<file path="src/hdl/lavm_fifo.sv">
// ----------------------------------------------------------------------------
// lavm_fifo
// small register queue with push/full and pop/empty sides
// ----------------------------------------------------------------------------
module lavm_fifo #(
    parameter int WIDTH = 8,
    parameter int DEPTH = 2
) (
    input  logic             i_clk,
    input  logic             i_rst_n,
    input  logic             i_push,
    input  logic [WIDTH-1:0] i_din,
    output logic             o_full,
    input  logic             i_pop,
    output logic [WIDTH-1:0] o_dout,
    output logic             o_empty
);

    localparam int AW = (DEPTH > 1) ? $clog2(DEPTH) : 1;
    localparam int CW = $clog2(DEPTH + 1);

    logic [WIDTH-1:0] r_mem [DEPTH];
    logic [AW-1:0]    r_wp;
    logic [AW-1:0]    r_rp;
    logic [CW-1:0]    r_cnt;
    logic             w_push;
    logic             w_pop;

    assign o_full  = (r_cnt == CW'(DEPTH));
    assign o_empty = (r_cnt == '0);
    assign o_dout  = r_mem[r_rp];
    assign w_push  = i_push && !o_full;
    assign w_pop   = i_pop && !o_empty;

    always_ff @(posedge i_clk) begin
        if (!i_rst_n) begin
            r_wp  <= '0;
            r_rp  <= '0;
            r_cnt <= '0;
        end else begin
            if (w_push) begin
                r_wp <= (r_wp == AW'(DEPTH - 1)) ? '0 : r_wp + 1'b1;
            end
            if (w_pop) begin
                r_rp <= (r_rp == AW'(DEPTH - 1)) ? '0 : r_rp + 1'b1;
            end
            if (w_push && !w_pop) begin
                r_cnt <= r_cnt + 1'b1;
            end else if (w_pop && !w_push) begin
                r_cnt <= r_cnt - 1'b1;
            end
        end
    end

    always_ff @(posedge i_clk) begin
        if (w_push) begin
            r_mem[r_wp] <= i_din;
        end
    end

endmodule

</file>
<file path="config.mk">
export PLATFORM = sky130hd
export DESIGN_NAME = lavm_fifo
export DESIGN_NICKNAME = d
export VERILOG_FILES = /design/src/hdl/lavm_fifo.sv
export SDC_FILE = /design/constraint.sdc
export NUM_CORES = 1
export LEC_CHECK = 0
export BUFFER_PORTS_ARGS = -buffer_cell sky130_fd_sc_hd__buf_4
export CAP_MARGIN = 20
export CORE_AREA = 10 10 58 72
export CTS_CLUSTER_SIZE = 24
export DETAILED_ROUTE_END_ITERATION = 8
export DIE_AREA = 0 0 68 82
export PLACE_DENSITY = 0.47
export SKIP_LAST_GASP = 1
export SLEW_MARGIN = 40
export SYNTH_ARGS = -nofsm -noshare
export SYNTH_HDL_FRONTEND = slang
export SYNTH_SLANG_ARGS = --single-unit
export TNS_END_PERCENT = 100
</file>
<file path="constraint.sdc">
create_clock -name i_clk -period 2.85 [get_ports i_clk]
set_input_delay 0.855 -clock i_clk [delete_from_list [all_inputs] [get_ports i_clk]]
set_output_delay 0.855 -clock i_clk [all_outputs]
set_load 0.05 [all_outputs]
</file>
Yosys cells after proc, flatten, opt, wreduce, memory -nomap -nowiden
Memories as Yosys holds them, arrays and structs flattened. A register that Yosys moved wholly into a read port is not among the register bits.
Index checks and enable logic that the tools add are counted.
- add/subtract/negate cells: 4
- equality and inequality tests: 1
- multiplexer cells: 8
- reductions and logical operators: 10
- operators by type and width (cell ; count):
    1-bit 2-to-1 mux ; 6
    1-bit logical AND ; 4
    1-bit zero test ; 4
    2-bit 2-to-1 mux ; 2
    1-bit adder, second input constant ; 2
    2-bit by 1-bit adder with 2-bit output, second input constant ; 1
    2-bit == test, second input constant ; 1
    2-bit zero test ; 1
    2-bit nonzero test ; 1
    2-bit by 1-bit subtractor with 2-bit output, second input constant ; 1
- bits in registers: 4
- memory bits (writable): 16
- input port bits: 12
- memories kept: 1
- memory list (memory ; words ; bits a word ; read ports ; clocked after Yosys merged registers in ; wr ports ; line ; source):
    r_mem ; 2 ; 8 ; 1 ; 1 ; 1 ; 22 ; logic [WIDTH-1:0] r_mem [DEPTH];

Longest topological paths before layout
Gate-level depths: netlist (run 1).
- depth in word-level cells: 7
- gate-level depth with buffers: 7
- depth with buffers taken out: 7

Worst setup path after synthesis (run 1)
OpenSTA, ideal clock, no wires.
- kind: reg-to-output
- from: register r_cnt[0]
- to: output o_empty
- data arrival time: 0.988 ns
- data required time: 1.995 ns
- path slack: 1.007 ns
- cell stages (with the launch flop): 2
- cells stage by stage: dfxtp_1 nor2_1
- cells in the longest elaborated chain, start to end: 1
- RTL lines (what ; line ; source):
    start: declaration ; 25 ; logic [CW-1:0] r_cnt;
    start signal: assignment ; 48 ; r_cnt <= r_cnt + 1'b1;
    start signal: assignment ; 50 ; r_cnt <= r_cnt - 1'b1;
    2-bit zero test ; 30 ; assign o_empty = (r_cnt == '0);
    end: declaration ; 16 ; output logic o_empty
No other way between the ends.

==> results.yml, run 1 <==
run_status:
  outcome: "complete, no violations"
floorplan:
  die_x_um: 68
  die_h_um: 82
  core_mm2: 0.00286
  dieArea_mm2: 0.00558
  rows: 22
  ios: 22
  initial_utilization_pct: 28.3
cts:
  clockBufferDepth: 2
  cts_resized: 0
  hold_buffers: 0
  root_buffer: "clkbuf_4"
  cts_buffers: 3
  post-cts-setup-buffers: 0
  cts_tree: "built"
  path_clk_slew_ns: 0.11
  insertion_delay_ns: 0.29
  h-tree-depth: 1
  clock-sinks: 21
synthesis:
  synthFlopType: "edfxtp_1"
  synthCells: 50
  syn-num-nets: 63
  synthTopCellsByCount: "edfxtp_1 (16), mux2_2 (8), dfxtp_1 (5)"
  synth_seq_cells: 21
  synthArstFlopShare_pct: 0
  synth_top_area_share_pct: 59.4
  synth-seq-area-share_pct: 71.7
  yosysMostFrequentCell: "edfxtp_1"
  synth-edff-count: 16
  synth.avg_cell_area_um2: 16.2
  ys_types: 20
  synth_area_um2: 810
  synth_top_area_cell: "edfxtp_1"
  synthTopCellsByArea: "edfxtp_1 (59%), dfxtp_1 (12%), mux2_2 (11%), and2_1 (2.3%), xnor2_1 (2.2%)"
  yosys_warnings: 0
setup_path:
  slowest_stage: "dfxtp_1"
  cp_data_required_time_ns: 2.00
  worstSetupPathType: "register to primary output"
  start_kind: "register"
  crit_chain: "mux2_2 -> buf_4"
  setup.worst_path.end_class: "primary output"
  cp_slowest_stage_delay_ns: 0.57
  arrival_ns: 1.43
  cp_top_family: "flip-flops"
  critPathBufInv: 1
  critPathMaxFanout: 8
timing:
  worst_pin_slew_ns: 0.730
  finalSetupViolations: 0
  finalCritPeriodShare_pct: 80.3
  timing.setup.tns_ns: 0
  hold_ws_ns: 0.541
  relSlewSlack_pct: 51.1
  hold_violations: 0
  period_needed_ns: 2.29
  max_freq_mhz: 437
  rsz0062_at_grt: "false"
  drv_slew: 0
  clock_skew_ns: 0.00225
cells_and_area:
  multi_input_area_um2: 216
  fill_cells: 294
  n_antenna_cell: 0
  syn2layout_area_growth_pct: 27.7
  nets: 88
  regArea_um2: 581
  drive_gt1_share_pct: 45.9
drt:
  final_antenna_net_count: 0
  routed_wl_um: 1450
  dr_wl_met3_um: 151
  vias: 458
  first_pass_iters: 2
  wl_met1_um: 608
  post_drt_wl_per_cell_um: 13.2
  highest_layer: "met4"
  viasPerCell: 4.16
  drtIter0Drc: 6
  dr_wl_met2_um: 685
  drc: 0
hold_path:
  holdCritPathClass: "register to register"
global_routing:
  grt_usage_pct: 5.14
  grt_pass1_vias: 491
  grt_overflow: 0
  antenna_found_initial: 0
  grt_max_degree: 12
  grt_pass1_wl_um: 2180
pwr:
  power_leakage_nw: 0.397
  ir_drop_uv: 607
  pwr_density_cell_mw_per_mm2: 990
placement:
  hpwl_um: 1080
  place.gp.congestion: 0.633
  io_buffers: 21
flow_run:
  cap_violations: 0
per-layer routing:
layer	track usage (%)	up-vias
met5	0	-
met4	2.42	0
met3	2.32	2
met2	8.30	15
met1	5.60	213
li1	-	228
flip-flops by register name, indices dropped and copies added (netlist names), named ones only:
signal / cells
r_wp: 1
r_cnt: 2
r_rp: 1
r_mem: 16
cell type report:
cell class | count | share of cell area (%)
inverters | 2 | 0.726
well taps | 36 | 4.36
clock buffers | 4 | 2.54
repair buffers | 21 | 15.3
flip-flops and latches | 21 | 56.2
multi-input cells | 26 | 20.9
layout by cell type, fill, tap and decap left out, types with 2 or more instances in the layout:
cell type  Yosys  routed
and2_1         3       3
dfxtp_1        5       5
clkbuf_4       0       3
mux2_2         8       8
edfxtp_1      16      16
xnor2_1        2       2
nor2_1         2       2
buf_4          0      21
cell families (layout without fill, tap and decap cells):
kind of cell             after synthesis  after routing  share of synthesized area, %
multiplexers                           8              8                          11.1
XOR/XNOR                               3              3                          3.25
buffers and inverters                  3             27                          1.54
AND/OR/NAND/NOR                        9              9                          6.80
adder cells (fa/ha/maj)                1              1                          1.55
AO/OA/AOI/OAI                          5              5                          4.02
flip-flops                            21             21                          71.7
stage by stage:
stage          cell area, um2  instances  power (W)  worst slack [ns]  util, %
2_1_floorplan             810         50   0.000772              1.01        -
3_3_place_gp             1010        106   0.000898             0.801     35.2
3_5_place_dp             1010        106   0.000901             0.825     35.2
4_1_cts                  1030        110    0.00104             0.510     36.1
5_1_grt                  1030        110    0.00108             0.440     36.1
6_report                 1030        110    0.00102             0.562     36.1
final timing paths:
| kind | startpoint | endpoint | slack [ns] | depth (start not counted) |
|---|---|---|---|---|
| setup / recovery | register | o_dout[6] | 0.56 | 2 |
| setup reg to reg | r_cnt[0] | r_cnt[1] | 1.27 | 6 |
| hold reg to reg | r_cnt[1] | r_cnt[1] | 0.54 | 2 |
| hold / removal | r_cnt[1] | r_cnt[1] | 0.54 | 2 |
worst register-to-register path, stage by stage, from the launching register on:
cell,delay (ns)
dfxtp_1,0.43
nand2b_1,0.18
inv_2,0.06
nor2_1,0.09
ha_1,0.26
or3_1,0.36
a21boi_1,0.15
where the power goes:
part	total [W]	leakage [nW]	switching (W)	internal [W]
registers	0.000432	0.191	0.0000409	0.000391
clock network	0.000138	0.0150	0.0000835	0.0000544
logic	0.000454	0.191	0.000286	0.000168
(Power assumes the default switching activity.)
==> inputs of run 2 (changes only) <==
Clock period 2.85 ns to 2.4 ns, I/O delays scaled along.
==> results.yml, run 2 (synthesis gave the netlist of run 1 again) <==
setup_path:
  cp_slowest_stage_delay_ns: 0.56
  reg2reg_depth: 6
  setup.worst_path.end_class: "primary output"
  critPathMaxFanout: 8
  worstSetupPathType: "register to primary output"
  start_kind: "register"
  cp_top_family: "flip-flops"
  cp_data_required_time_ns: 1.68
  reg2reg_from: "r_cnt[0]"
  crit_chain: "mux2_2 -> buf_4"
  r2r-end: "r_cnt[1]"
  arrival_ns: 1.42
  r2r_slack_ns: 0.82
  slowest_stage: "dfxtp_1"
  critPathBufInv: 1
placement:
  place.gp.congestion: 0.639
  placed_cell_area_mm2: 0.00101
  hpwl_um: 1050
  io_buffers: 21
cts:
  clock-sinks: 21
  post-cts-setup-buffers: 0
  h-tree-depth: 1
  cts_tree: "built"
  cts_resized: 0
  clockBufferDepth: 2
  path_clk_slew_ns: 0.10
  hold_buffers: 0
  insertion_delay_ns: 0.29
  cts_buffers: 3
  root_buffer: "clkbuf_4"
cells_and_area:
  drive_gt1_share_pct: 46.7
  final_util_pct: 36.4
  design_area_mm2: 0.00104
  syn2layout_area_growth_pct: 28.6
  largest_reg_flops: 16
  reg_top3: "r_mem (16), r_cnt (2)"
  final_cell_mix: "buf_4 (22), edfxtp_1 (16), mux2_2 (8), dfxtp_1 (5)"
  nets: 89
  fill_cells: 292
  n_antenna_cell: 0
  regMostFlops: "r_mem"
  layout_commonest_cell: "buf_4"
floorplan:
  ios: 22
  core_mm2: 0.00286
  initial_utilization_pct: 28.3
  die_h_um: 82
  die_x_um: 68
  rows: 22
  dieArea_mm2: 0.00558
timing:
  finalCritPeriodShare_pct: 89.2
  rsz0062_at_grt: "false"
  max_freq_mhz: 467
  finalSetupViolations: 0
  drv_slew: 0
  worst_pin_slew_ns: 0.425
  relSlewSlack_pct: 71.6
  clock_skew_ns: 0.00155
  period_needed_ns: 2.14
  hold_violations: 0
  hold_ws_ns: 0.538
  timing.setup.tns_ns: 0
pwr:
  comb_power_share_pct: 44.8
  pwr-share-clk_pct: 13.0
  ir_drop_uv: 608
  pwr-share-seq_pct: 42.3
  pwr_density_cell_mw_per_mm2: 1160
  switching_share_pct: 39.5
  internal-power_w: 0.000733
  switching_power_w: 0.000479
  power_leakage_nw: 0.402
flow_run:
  cap_violations: 0
run_status:
  outcome: "complete, no violations"
drt:
  viasPerCell: 4.14
  drtIter0Drc: 13
  routed_wl_um: 1380
  vias: 460
  final_antenna_net_count: 0
  first_pass_iters: 2
  drc: 0
  post_drt_wl_per_cell_um: 12.4
global_routing:
  grt_pass1_wl_um: 2110
  antenna_found_initial: 0
  grt_usage_pct: 5.12
  grt_overflow: 0
  grt_pass1_vias: 475
  grt_max_degree: 12
hold_path:
  min_from: "r_cnt[1]"
  holdCritPathClass: "register to register"
  worstHoldPathCells: 2
  min_to: "r_cnt[1]"
run 2: tightest hold or removal path, cell delays in order, from the launching register on:
cell	delay (ns)
dfxtp_1	0.35
o21ai_0	0.08
a21boi_1	0.06
run 2: power groups by stage:
| stage | registers [W] | clock network (W) | logic [W] |
|---|---|---|---|
| after global routing | 0.000520 | 0.000181 | 0.000582 |
| after detailed placement | 0.000521 | 0 | 0.000550 |
| after global placement | 0.000521 | 0 | 0.000547 |
| final | 0.000512 | 0.000157 | 0.000543 |
| after floorplan | 0.000496 | 0 | 0.000421 |
| after CTS | 0.000513 | 0.000166 | 0.000553 |
run 2: per-layer routing:
metal / wire [um] / share of wire, % / GRT usage, % / vias up
met5: 0 / 0 / 0 / -
met4: 13 / 0.94 / 3.02 / 0
met3: 163 / 12 / 2.45 / 2
met2: 651 / 47 / 8.21 / 15
met1: 551 / 40 / 5.30 / 213
li1: - / - / - / 230
run 2: metrics by stage:
stage | power [W] | worst slack (ns) | cells
floorplan | 0.000917 | 0.692 | 50
global placement | 0.00107 | 0.562 | 107
detailed placement | 0.00107 | 0.530 | 107
CTS | 0.00123 | 0.231 | 111
global route | 0.00128 | 0.163 | 111
finish | 0.00121 | 0.258 | 111
run 2: final cells by class:
class	instances	area [um2]	share of cell area, %
sequential	21	581	55.8
multi-input combinational	26	216	20.8
timing repair buffer	22	165	15.9
tap	36	45.0	4.33
clock buffer	4	26.3	2.52
inverter	2	7.51	0.721
run 2: worst max path at each step:
stage	start	end	slack, ns	cells past startpoint
floorplan	r_cnt[0]	o_empty	0.69	1
global placement	register	o_dout[6]	0.56	2
detailed placement	i_push	r_cnt[1]	0.53	6
CTS	register	o_dout[5]	0.23	2
global route	register	o_dout[6]	0.16	2
finish	register	o_dout[5]	0.26	2
==> inputs of run 3 (changes only) <==
Settings changed: ABC_AREA set to 1, CORE_AREA 10 10 58 72 to 10 10 48 59, DIE_AREA 0 0 68 82 to 0 0 58 69, PLACE_DENSITY 0.47 to 0.71.
==> results.yml, run 3 <==
drt:
  viasPerCell: 4.84
  post_drt_wl_per_cell_um: 12.9
  drc: 0
  final_antenna_net_count: 0
  routed_wl_um: 1400
  first_pass_iters: 2
  vias: 523
  drtIter0Drc: 7
pwr:
  power_leakage_nw: 0.439
  pwr_density_cell_mw_per_mm2: 1140
  p_total_w: 0.00119
  ir_drop_uv: 542
timing:
  rsz0062_at_grt: "false"
  period_needed_ns: 2.14
  hold_ws_ns: 0.515
  max_freq_mhz: 467
  drv_slew: 0
  clock_skew_ns: 0.00685
  worst_pin_slew_ns: 0.344
  worst_slack_ns: 0.258
  finalSetupViolations: 0
  timing.setup.tns_ns: 0
  finalCritPeriodShare_pct: 89.3
  relSlewSlack_pct: 77.0
  hold_violations: 0
synthesis:
  synthCells: 63
  synthTopCellsByArea: "edfxtp_1 (58%), dfxtp_1 (12%), mux2_2 (11%), nor2_1 (4.6%), inv_1 (3.6%)"
  yosys_warnings: 0
  synth_top_area_cell: "edfxtp_1"
  synth-seq-area-share_pct: 70.5
  syn-num-nets: 76
  ys_types: 15
  synth_seq_cells: 21
  synth_top_area_share_pct: 58.4
  synthFlopType: "edfxtp_1"
  synth_area_um2: 823
  synth-edff-count: 16
  synthArstFlopShare_pct: 0
  synth.avg_cell_area_um2: 13.1
  yosysMostFrequentCell: "edfxtp_1"
  synthTopCellsByCount: "edfxtp_1 (16), nor2_1 (10), inv_1 (8), mux2_2 (8), nand2_1 (6)"
cts:
  post-cts-setup-buffers: 0
  path_clk_slew_ns: 0.11
  h-tree-depth: 1
  cts_resized: 0
  insertion_delay_ns: 0.30
  cts_buffers: 3
  root_buffer: "clkbuf_4"
  clock-sinks: 21
  clockBufferDepth: 2
  cts_tree: "built"
  hold_buffers: 0
cells_and_area:
  regArea_um2: 581
  nets: 103
  fill_cells: 153
  largest_reg_flops: 16
  n_antenna_cell: 0
  final_cell_mix: "buf_4 (23), edfxtp_1 (16), nor2_1 (10), mux2_2 (8), inv_1 (8)"
  layout_commonest_cell: "buf_4"
  regMostFlops: "r_mem"
  syn2layout_area_growth_pct: 26.6
  drive_gt1_share_pct: 42.7
  reg_top3: "r_mem (16), r_cnt (2)"
  multi_input_area_um2: 204
global_routing:
  grt_pass1_vias: 546
  grt_pass1_wl_um: 2280
  grt_max_degree: 13
  antenna_found_initial: 0
  grt_usage_pct: 7.47
  grt_overflow: 0
setup_path:
  slowest_stage: "dfxtp_1"
  start_kind: "register"
  arrival_ns: 1.42
  crit_chain: "mux2_2 -> buf_4"
  critPathMaxFanout: 8
  setup.worst_path.end_class: "primary output"
  worstSetupPathType: "register to primary output"
  r2r_slack_ns: 0.98
  cp_data_required_time_ns: 1.68
  reg2reg_depth: 9
  cp_slowest_stage_delay_ns: 0.54
flow_run:
  cap_violations: 0
placement:
  io_buffers: 21
  hpwl_um: 1140
  place.gp.congestion: 0.668
  place_ws_ns: 0.583
floorplan:
  die_h_um: 69
  die_x_um: 58
  ios: 22
  initial_utilization_pct: 47.2
  dieArea_mm2: 0.00400
  core_mm2: 0.00174
  rows: 17
hold_path:
  worstHoldPathCells: 2
  holdCritPathClass: "register to register"
run_status:
  outcome: "complete, no violations"
run 3: layout make-up:
type,instances,share of cell area [%]
Sequential cell,21,55.7
Multi-Input combinational cell,32,19.6
Timing Repair Buffer,23,16.6
Inverter,9,3.24
Tap cell,19,2.28
Clock buffer,3,2.16
Clock inverter,1,0.480
run 3: cell families after synthesis:
logic type      share of synthesized area, %
fa+ha+maj                               1.52
simple gates                            9.42
buf+inv                                 4.71
mux                                     10.9
compound gates                          2.89
flops                                   70.5
run 3: per-stage QoR:
| step | std cells | utilization, % | area, um2 |
|---|---|---|---|
| 2_1_floorplan | 63 | - | 823 |
| 3_3_place_gp | 104 | 58.2 | 1010 |
| 3_5_place_dp | 104 | 58.2 | 1010 |
| 4_1_cts | 108 | 59.8 | 1040 |
| 5_1_grt | 108 | 59.8 | 1040 |
| 6_report | 108 | 59.8 | 1040 |
run 3: worst paths after layout:
| kind | startpoint | end |
|---|---|---|
| worst max-delay path | register | o_dout[6] |
| worst min-delay path | r_wp | r_wp |
| worst max register to register | r_cnt[0] | r_cnt[1] |
| worst min register to register | r_wp | r_wp |
run 3: worst max-delay path: cells and delay by family (launching register included):
family	cells	cell delay (ns)
buf+inv	1	0.19
flops	1	0.54
mux	1	0.38
run 3: routing by layer:
| layer | track usage (%) | wire length (um) |
|---|---|---|
| met1 | 6.56 | 520 |
| met2 | 12.4 | 711 |
| met3 | 3.84 | 129 |
| met4 | 5.47 | 36 |
| met5 | 0 | 0 |
run 3: power by group:
group	switching, W	internal, W	total (W)
combinational	0.000340	0.000176	0.000516
sequential	0.0000434	0.000464	0.000507
clock	0.000102	0.0000622	0.000164
